## src/rtl/core/text_console_char_writer_macros.svh

```systemverilog
// ----------------------------------------------------------------------------
// Assertion macros for the text console character writer
// Shared property wrappers, clocked on the rising edge and muted in reset.
// ----------------------------------------------------------------------------
`ifndef TEXT_CONSOLE_CHAR_WRITER_MACROS_SVH
`define TEXT_CONSOLE_CHAR_WRITER_MACROS_SVH

// same-cycle implication
`define TCW_ASSERT_IMP(lbl, clk, rst, ante, cons) \
   lbl: assert property (@(posedge clk) disable iff (rst) (ante) |-> (cons)) \
      else $error("tcw assertion failed");

// next-cycle implication
`define TCW_ASSERT_NXT(lbl, clk, rst, ante, cons) \
   lbl: assert property (@(posedge clk) disable iff (rst) (ante) |=> (cons)) \
      else $error("tcw assertion failed");

`endif

```

## src/rtl/core/tcw_pkg.sv

```systemverilog
// ----------------------------------------------------------------------------
// tcw_pkg
// Constants, codes and types shared by the text console writer modules.
// ----------------------------------------------------------------------------
`timescale 1ns / 1ps

package tcw_pkg;

   localparam int COLUMNS     = 64;
   localparam int ROWS        = 32;
   localparam int PAGES       = 8;
   localparam int COL_W       = 6;
   localparam int ROW_W       = 5;
   localparam int LINE_W      = 8;
   localparam int ADDR_W      = LINE_W + COL_W;
   localparam int STORE_CELLS = COLUMNS * ROWS * PAGES;
   localparam int MAX_TOP     = (PAGES - 1) * ROWS;
   localparam int TAB_STOP    = 4;
   localparam int CNT_W       = 3;

   localparam logic [7:0] CH_NL    = 8'h0A;
   localparam logic [7:0] CH_BS    = 8'h08;
   localparam logic [7:0] CH_TAB   = 8'h09;
   localparam logic [7:0] CH_SPACE = 8'h20;
   localparam logic [7:0] CH_NUL   = 8'h00;

   localparam logic [1:0] CMD_WRITE = 2'd0;
   localparam logic [1:0] CMD_CLEAR = 2'd1;
   localparam logic [1:0] CMD_READ  = 2'd2;

   // operations of the shared cursor unit
   localparam logic [1:0] OP_ADV = 2'd0;
   localparam logic [1:0] OP_NL  = 2'd1;
   localparam logic [1:0] OP_BS  = 2'd2;

   typedef struct packed {
      logic [LINE_W-1:0] top;
      logic [ROW_W-1:0]  row;
      logic [COL_W-1:0]  col;
   } pos_type;

   typedef struct packed {
      pos_type nxt;
      logic    scrolled;
   } step_type;

endpackage

```

## src/rtl/core/tcw_cursor_unit.sv

```systemverilog
// ----------------------------------------------------------------------------
// tcw_cursor_unit
// Shared cursor arithmetic: advance with wrap/scroll, newline and backspace.
// ----------------------------------------------------------------------------
`timescale 1ns / 1ps

module tcw_cursor_unit (
   input  logic [1:0]       op,
   input  tcw_pkg::pos_type cur,
   output tcw_pkg::step_type res
);

   logic can_scroll;
   logic last_col;
   logic last_row;

   assign can_scroll = cur.top < tcw_pkg::LINE_W'(tcw_pkg::MAX_TOP);
   assign last_col   = cur.col == tcw_pkg::COL_W'(tcw_pkg::COLUMNS - 1);
   assign last_row   = cur.row == tcw_pkg::ROW_W'(tcw_pkg::ROWS - 1);

   always_comb begin
      res.nxt      = cur;
      res.scrolled = 1'b0;
      unique case (op)
         tcw_pkg::OP_ADV: begin
            if (last_col) begin
               res.nxt.col = '0;
               if (last_row) begin
                  // stay on the bottom row; view moves only while lines remain
                  if (can_scroll) begin
                     res.nxt.top  = cur.top + 1'b1;
                     res.scrolled = 1'b1;
                  end
               end else begin
                  res.nxt.row = cur.row + 1'b1;
               end
            end else begin
               res.nxt.col = cur.col + 1'b1;
            end
         end
         tcw_pkg::OP_NL: begin
            if (can_scroll) begin
               res.nxt.col = '0;
               if (last_row) begin
                  res.nxt.top  = cur.top + 1'b1;
                  res.scrolled = 1'b1;
               end else begin
                  res.nxt.row = cur.row + 1'b1;
               end
            end
         end
         tcw_pkg::OP_BS: begin
            if (cur.col == '0) begin
               if (cur.row != '0) begin
                  res.nxt.col = tcw_pkg::COL_W'(tcw_pkg::COLUMNS - 1);
                  res.nxt.row = cur.row - 1'b1;
               end
            end else begin
               res.nxt.col = cur.col - 1'b1;
            end
         end
         default: begin
            res.nxt      = cur;
            res.scrolled = 1'b0;
         end
      endcase
   end

endmodule

```

## config.mk

```make
export PLATFORM = sky130hd
export DESIGN_NAME = tcw_cursor_unit
export DESIGN_NICKNAME = d
export VERILOG_FILES = /design/src/rtl/core/text_console_char_writer_macros.svh /design/src/rtl/core/tcw_pkg.sv /design/src/rtl/core/tcw_cursor_unit.sv
export SDC_FILE = /design/constraint.sdc
export NUM_CORES = 1
export LEC_CHECK = 0
export BUFFER_PORTS_ARGS = -buffer_cell sky130_fd_sc_hd__buf_2
export CORE_MARGIN = 3
export CORE_UTILIZATION = 54
export DETAILED_ROUTE_END_ITERATION = 6
export GPL_TIMING_DRIVEN = 0
export PLACE_DENSITY = 0.95
export SETUP_SLACK_MARGIN = 0.1
export SYNTH_ARGS = -nofsm -noshare
export SYNTH_HDL_FRONTEND = slang
export SYNTH_SLANG_ARGS = --single-unit
```

## constraint.sdc

```tcl
create_clock -name vclk -period 4.4
set_clock_uncertainty 0.2 [all_clocks]
set_input_delay 0.88 -clock vclk [all_inputs]
set_output_delay 0.88 -clock vclk [all_outputs]
set_load 0.1 [all_outputs]
```

==> results of run 1 <==
[final cells by class]
| type | count | area (µm²) | area share, % |
|---|---|---|---|
| Multi-Input combinational cell | 120 | 883 | 74.4 |
| Timing Repair Buffer | 37 | 185 | 15.6 |
| Buffer | 7 | 68.8 | 5.80 |
| Inverter | 8 | 30.0 | 2.53 |
| Tap cell | 16 | 20.0 | 1.69 |
[synth_stat cells, drive strengths merged (4+ instances only)]
master  instances  area, µm²
nand2          13       48.8
nand3          13       65.1
nor2           12       47.6
o21ai           9       45.0
inv             8       30.0
nor3            7       40.0
a21oi           6       33.8
buf             6       51.3
and3            5       32.5
ha              5       62.6
nand4           4       25.0
xnor2           4       35.0
[critical path, cell delays in order]
cell,delay (ns)
buf_2,0.15
inv_1,0.08
ha_1,0.25
or3b_4,0.45
nor3_2,0.25
a21oi_1,0.13
a221oi_2,0.29
buf_2,0.47
[cells by family (layout without fill, tap and decap cells)]
kind of cell,Yosys count,in the layout,synth area share (%)
XOR/XNOR,5,5,4.85
AND/OR/NAND/NOR,67,67,42.7
adder cells (fa/ha/maj),5,5,6.93
multiplexers,3,3,3.74
buffers and inverters,15,52,10.5
AO/OA/AOI/OAI,40,40,31.2
[path summary, 6_finish.rpt]
path	depth (start not counted)	slack, ns	from	endpoint
worst max-delay path	8	0.37	cur[0]	res[7]
worst min-delay path	3	2.02	cur[11]	res[12]
[metrics by stage]
step                      TNS (ns)  setup slack, ns
after detailed placement         0            0.401
after global placement           0            0.418
after global routing             0            0.264
after CTS                        0            0.391
after floorplan              -1.89           -0.707
final                            0            0.371
[power by group through the flow]
| stage | sequential (mW) | clock (mW) | combinational, mW |
|---|---|---|---|
| global route | 0 | 0 | 0.215 |
| global placement | 0 | 0 | 0.199 |
| floorplan | 0 | 0 | 0.163 |
| detailed placement | 0 | 0 | 0.203 |
| CTS | 0 | 0 | 0.203 |
| finish | 0 | 0 | 0.204 |
[cell usage in the layout (no fill, tap or decap), types with 2 or more instances in the layout]
cell,instances
mux2_2,2
xnor2_4,2
nand3_1,13
o211ai_1,3
nand2_1,13
inv_1,8
buf_6,2
buf_2,39
nor4_1,2
nor3_1,6
or3_1,2
a21boi_0,2
and3_1,4
a21oi_1,5
nand4_1,4
ha_1,4
a31oi_2,2
nor2_1,11
o21ai_0,9
o21a_1,3
[routing by layer]
| metal | vias up | track usage, % | part of all wire (%) |
|---|---|---|---|
| met1 | 559 | 34.3 | 42 |
| met5 | - | 0 | 0 |
| met2 | 55 | 50.9 | 52 |
| met4 | 0 | 3.87 | 0.29 |
| met3 | 2 | 1.53 | 5.7 |
| li1 | 589 | - | - |
==> results list, run 1 <==
* Unique masters post-synth: 50
- Synthesized instance count: 135
- Net count after synthesis: 161
- Setup repair after global routing missed its margin: false
- Worst Hold Slack: 2.02 ns
- For this run, the top clock speed supported by timing is 248 MHz.
* Gates resized, CTS repair: 0
* Count of routing violations after the opening detailed-route iteration: 45
- Dividing the final minimum period by the clock period gives 91.6%.
* Top fanout value on the critical path: 7
- Number of nets at the end of the flow: 200
- Count of hold buffers inserted by post-cts repair: 0
* Layout overhead on the synthesized area: 31.6%
- The number of hold violations in the final report was 0.
* Storage element area: 0 µm²
* Transition time at the pin with the least slew margin: 0.763 ns
- Pin count of the biggest net entering global routing: 11
* Worst ir drop on vdd: 0.130 mV
- Leakage power summed over all cells: 0.538 nW
- Per-cell routed wire length: 14.8 µm
* Global-route wire length before repair: 4610 µm
- In this run the power density over the cells is 172 mW/mm².
* Critical Path End Type: primary output
- In this run the power spent charging and discharging nets is 157 µW.
* Class of the most critical hold timing path: input pin to primary output
- For this block, the via count after detailed routing is 1205.
* Std-Cell Rows: 14
- For this block, the routed nets add up to 2780 µm of wire.
* Post-layout instance area: 0.00119 mm²
* Height of the chip: 46.9 µm
* Layout cells sized above 1: 37.2%
* Total power: 204 µW
- The Yosys step of the flow raised 0 warnings.
- Routed Antenna Nets: 0
* Remaining Overflow, GRT: 0
- In the finished layout, the clock tree contains a buffer count of 0.
- Mapped cell area: 902 µm²
* Worst setup SP type: input pin
* Worst Path Class, Setup: input pin to primary output
- Of the total power, registers draw 0%.
* Worst endpoint required time: 3.32 ns
* Final setup vio count: 0
* Area of placed instances: 0.00119 mm²
* Internal: 46.9 µW
* DRC violations left: 0
- Weighted congestion at the end of routability-driven global placement: 0.876
* Initial core utilization: 58.5%
- Final min period: 4.03 ns
- The HPWL after detailed placement is 2290 µm.
- End-of-flow core utilization: 77.0%
- The filler cells instantiated in the layout total 120.
* Count of placed standard cells in the final layout, fillers left out: 188
- Via count of the first global-routing pass: 1101
* Avg Synthesized Cell Area: 6.68 µm²
- Iteration count of the initial detailed-routing pass: 5
- Measured against its own limit, the worst slew margin works out to 48.6%.
- Die X: 46.9 µm
* Antenna diode count: 0
- Using the TritonRoute via totals, the vias-per-cell ratio works out to 6.41.
- Die Footprint: 0.00220 mm²
- Global routing consumed, over all layers together, 27.1% of the routing resources.
- Run status: finished clean
- Buffers added on ports: 37
- For the worst setup path, the data arrival time is 2.95 ns.
- Post-Place Cells: 188
* Post-CTS setup repair buffer count: 0
- For this run, the register share of the synthesized area comes to 0%.
- Fraction of power consumed by combinational cells: 100.0%
- Boundary Pins: 41
- Antenna violations before repair: 0
* Clock power frac: 0%
- Core Region: 0.00154 mm²
- Max capacitance violation total: 0
* Switching share of power: 77.0%
- Max Slew Vio Count: 0
- Layout sequential cell count: 0
Note: power is estimated with default switching activity, not from simulation.
==> run 2, diff against run 1 <==
- CORE_UTILIZATION: 54 -> 35
- PLACE_DENSITY: 0.95 -> 0.71
==> run 2 against run 1 <==
  * Die area up 47%
  * Critical path type unchanged
  * Critical path depth did not move
  * Global-route usage down 11 points
  * Total power is 0.82% lower
  * Final area increased by 1.3%
==> results list, run 2 (synthesized netlist as in run 1, its figures left out) <==
- The flow ran to the end, and the final reports show no timing, DRC or antenna violations.
- For this run, design rule violations remaining after detail routing come to 0.
* Per-cell routed wire length: 13.0 µm
- Routability-driven placement finished with a final weighted congestion of 0.903.
* Critical path endpoint: res[7]
- Critical Path End Type: primary output
* Height of the chip: 56.8 µm
- Antenna diode count: 0
* Class of the most critical hold timing path: input pin to primary output
* Layout overhead on the synthesized area: 33.3%
* Count of hold buffers inserted by post-cts repair: 0
- Across every metal layer, demand over resource in global routing totals 15.7%.
* Most common library cell in the layout ignoring fill and taps: buf_2
- Worst relative slew slack: 53.5%
* Worst endpoint required time: 3.32 ns
- Summed over all failing endpoints, the final setup total negative slack is 0 ns.
- Count of routing violations after the opening detailed-route iteration: 38
- Die Footprint: 0.00322 mm²
- Transition time at the pin with the least slew margin: 0.690 ns
* Post-layout instance area: 0.00120 mm²
* Global-route wire length before repair: 4370 µm
- Origin of the worst setup path: cur[0]
- End-of-flow core utilization: 51.9%
- In this run the cell area measured after placement is 0.00120 mm².
* Data arrival time at the worst-slack endpoint: 2.93 ns
- Leaving out fill and tap cells, the most frequent cells in the layout are 39 x buf_2, 13 x nand3_1, 13 x nand2_1.
- Min-Delay Startpoint: cur[11]
* Total vias in the final route: 1191
* Final setup vio count: 0
- Wires add up to 2600 µm.
* Initial core utilization: 38.9%
- Worst ir drop on vdd: 0.106 mV
* Post-Place Cells: 200
- Entering global routing, the biggest net connects 11 pins.
- Number of nets at the end of the flow: 200
* Routed Antenna Nets: 0
* Boundary Pins: 41
- Number of hold-slack violations in the final timing report: 0
- In this run the post-CTS setup repair buffer count came out at 0.
- Maximum clock rate: 249 MHz
- Leakage power summed over all cells: 0.538 nW
- The multi-input combinational cells in the finished layout cover a total of 883 µm².
* Layout cells sized above 1: 37.2%
- After the flow finishes, the layout carries non-filler instances totaling 200.
* Final min period: 4.01 ns
- Via-per-instance ratio: 5.96
* Layout sequential cell count: 0
* Worst Hold Slack: 2.02 ns
- Worst Path Class, Setup: input pin to primary output
- Top fanout value on the critical path: 7
- The via count of the first global-routing pass is 1052.
* PwrDens: 169 mW/mm²
* Buffers added on ports: 37
- Once the clock tree was built, the resizer swapped 0 gates to a different size.
- The worst path uses 91.2% of the clock period.
- The worst setup path is launched from an input pin.
- Remaining Overflow, GRT: 0
* Max capacitance violation total: 0
* Estimated wirelength of the detail-placed design: 2160 µm
- Filler Cells Inserted: 223
- Registers take 0 µm².
- Clock buffers in the final layout number 0.
- Iteration count of the initial detailed-routing pass: 4
* Antenna violations before repair: 0
- The total area inside the core boundary comes to 0.00232 mm².
- Std-Cell Rows: 17
- Setup repair after global routing missed its margin: false
- The number of pins with negative max-slew slack in the final report came to 0.
* Die X: 56.8 µm
run 2: through the flow:
stage,power (mW),worst slack (ns)
after floorplan,0.163,-0.707
after global placement,0.201,0.390
after detailed placement,0.202,0.372
after CTS,0.203,0.354
after global routing,0.213,0.192
final,0.203,0.387
run 2: worst max-delay path, stage by stage:
cell      delay [ns]
buf_2           0.16
inv_1           0.07
ha_1            0.26
or3b_4          0.44
nor3_2          0.25
a21oi_1         0.13
a221oi_2        0.28
buf_2           0.46
run 2: how the worst min path moves through the flow:
stage,to,slack (ns),cells past startpoint
after floorplan,res[14],1.76,1
after global placement,res[12],2.02,3
after detailed placement,res[12],2.02,3
after CTS,res[12],2.03,3
after global routing,res[12],2.05,3
final,res[12],2.02,3
run 2: area by class of cell:
| type | instances | share of cell area (%) |
|---|---|---|
| buffer | 7 | 5.72 |
| inverter | 8 | 2.50 |
| multi-input combinational | 120 | 73.5 |
| tap | 28 | 2.91 |
| timing repair buffer | 37 | 15.4 |
run 2: metal layers:
| layer | up-vias | GRT usage, % | wire length, µm | share of wire, % |
|---|---|---|---|---|
| met2 | 47 | 26.4 | 1240 | 48 |
| li1 | 591 | - | - | - |
| met3 | 0 | 1.15 | 187 | 7.2 |
| met5 | - | 0 | 0 | 0 |
| met1 | 553 | 21.8 | 1170 | 45 |
| met4 | 0 | 3.31 | 0 | 0 |
run 2: where the power goes:
group | switching [mW] | total [mW] | internal [mW]
clock | 0 | 0 | 0
sequential | 0 | 0 | 0
combinational | 0.156 | 0.203 | 0.0469
==> run 3, diff against run 2 <==
- CORE_UTILIZATION: 35 -> 42
- PLACE_DENSITY: 0.71 -> 0.81
==> run 3 against run 2 <==
  * Wire length up 3.7%
  * Global-route usage up 4.8 points
  * Combinational power hardly changed
  * Total power rose by 0.51%
  * Critical endpoint is now res[16]
==> results list, run 3 (synthesized netlist as in run 1, its figures left out) <==
- For this design, the CTS-stage hold fixing added 0 buffers.
* Number of hold-slack violations in the final timing report: 0
- After filler insertion, the fill cell instance count of the layout stands at 186.
- Global routing used 20.5% of the available tracks across all layers.
- Count of cells along the worst hold path: 3
* Most common library cell in the layout ignoring fill and taps: buf_2
* Leakage power summed over all cells: 0.538 nW
- Setup repair after global routing left no endpoint under its margin.
- At the pin with the least slew margin, the transition time is 0.650 ns.
- The final layout contains 200 nets.
- DP Worst Slack: 0.366 ns
* Via count of the first global-routing pass: 1071
* Core Region: 0.00200 mm²
- Estimated wirelength of the detail-placed design: 2210 µm
- Storage element area: 0 µm²
- The critical path is of the input pin to primary output type.
- The first routing iteration left 36 violations.
- Multi-input gate area: 883 µm²
- Remaining Overflow, GRT: 0
- Worst endpoint required time: 3.32 ns
- Routed Antenna Nets: 0
- The routed layout has 1177 vias.
- For the final routed database, the setup TNS stands at 0 ns.
- Final setup vio count: 0
- The min-delay analysis places its worst path in the category input pin to primary output.
- The number of antenna diodes in the final layout is 0.
* PwrDens: 170 mW/mm²
* Maximum clock rate: 247 MHz
* Worst ir drop on vdd: 0.0869 mV
- For this configuration, the core starts out at a cell density of 45.1%.
- After detailed routing, the average wire length per cell comes to 13.5 µm.
* Pin count of the biggest net entering global routing: 11
* Worst relative slew slack: 56.2%
- The worst setup path is launched from an input pin.
* Layout overhead on the synthesized area: 33.1%
- Post-layout instance area: 0.00120 mm²
* Post-Place Cells: 199
- The final critical path takes up 91.8% of the cycle.
- The die is 52.3 µm wide.
- Count of placed standard cells in the final layout, fillers left out: 199
- For this block, the routed nets add up to 2700 µm of wire.
* Total power: 204 µW
- Iteration count of the initial detailed-routing pass: 4
- Max-cap violations in this run came to 0.
- Gates resized, CTS repair: 0
* Layout sequential cell count: 0
* DRC violations left: 0
* Layout cells sized above 1: 37.2%
- Data arrival time at the worst-slack endpoint: 2.96 ns
* Global-route wire length before repair: 4550 µm
- Run status: finished clean
* Std-Cell Rows: 16
- From bottom edge to top edge, the die measures 52.3 µm.
- Of all nets on the critical path, the largest fanout is 7.
- Critical Path End Type: primary output
* Most used cells in the layout excluding fill and tap cells: 39 x buf_2, 13 x nand3_1, 13 x nand2_1
- The worst hold path begins at cur[11].
- Boundary Pins: 41
- Clock buffers in the final layout number 0.
- The worst hold path terminates at res[12].
- The worst path in the final design needs a cycle of 4.04 ns, including I/O delays and setup.
* Die Footprint: 0.00274 mm²
- Final setup margin: 0.359 ns
- In the routed layout, each cell is associated on average with a via count of 5.91.
- Post-CTS setup repair buffer count: 0
* Weighted congestion at the end of routability-driven global placement: 0.873
- Area of placed instances: 0.00120 mm²
- Buffers added on ports: 37
- The number of pins with negative max-slew slack in the final report was 0.
- Antenna violations before repair: 0
==> run 3: where the power goes <==
part           switching (mW)  internal (mW)  leakage [nW]
Combinational           0.157         0.0469         0.538
Sequential                  0              0             0
Clock                       0              0             0
==> run 3: critical path: stages <==
cell and delay, ns:
buf_2 0.18, ha_4 0.20, and4_1 0.24, a21oi_2 0.09
nor4_4 0.43, nand4_1 0.28, xnor2_4 0.21, buf_2 0.44
==> run 3: worst max-delay path by stage <==
stage          startpoint  endpoint  slack, ns  cells past startpoint
2_1_floorplan      cur[0]   res[12]      -0.71                      5
3_3_place_gp       cur[0]   res[16]       0.42                      8
6_report           cur[0]   res[16]       0.36                      8
3_5_place_dp       cur[0]   res[16]       0.37                      8
5_1_grt            cur[0]   res[16]       0.23                      8
4_1_cts            cur[0]   res[16]       0.36                      8
==> run 3: final cells by class <==
class,count,share of cell area [%]
inverter,8,2.50
tap,27,2.81
buffer,7,5.73
timing repair buffer,37,15.4
multi-input combinational,120,73.5
==> run 3: layer usage <==
| layer | vias up | share of wire [%] | GRT usage, % | wire (µm) |
|---|---|---|---|---|
| met5 | - | 0 | 0 | 0 |
| li1 | 593 | - | - | - |
| met2 | 54 | 48 | 35.5 | 1300 |
| met3 | 2 | 6.9 | 0.285 | 187 |
| met1 | 528 | 44 | 28.4 | 1190 |
| met4 | 0 | 0.52 | 3.40 | 14 |
==> run 3: through the flow <==
stage / utilization, % / hold slack, ns
after detailed placement: 60.0 / 2.03
final: 60.0 / 2.03
after floorplan: - / 1.76
after global routing: 60.0 / 2.06
after global placement: 60.0 / 2.02
after CTS: 60.0 / 2.03
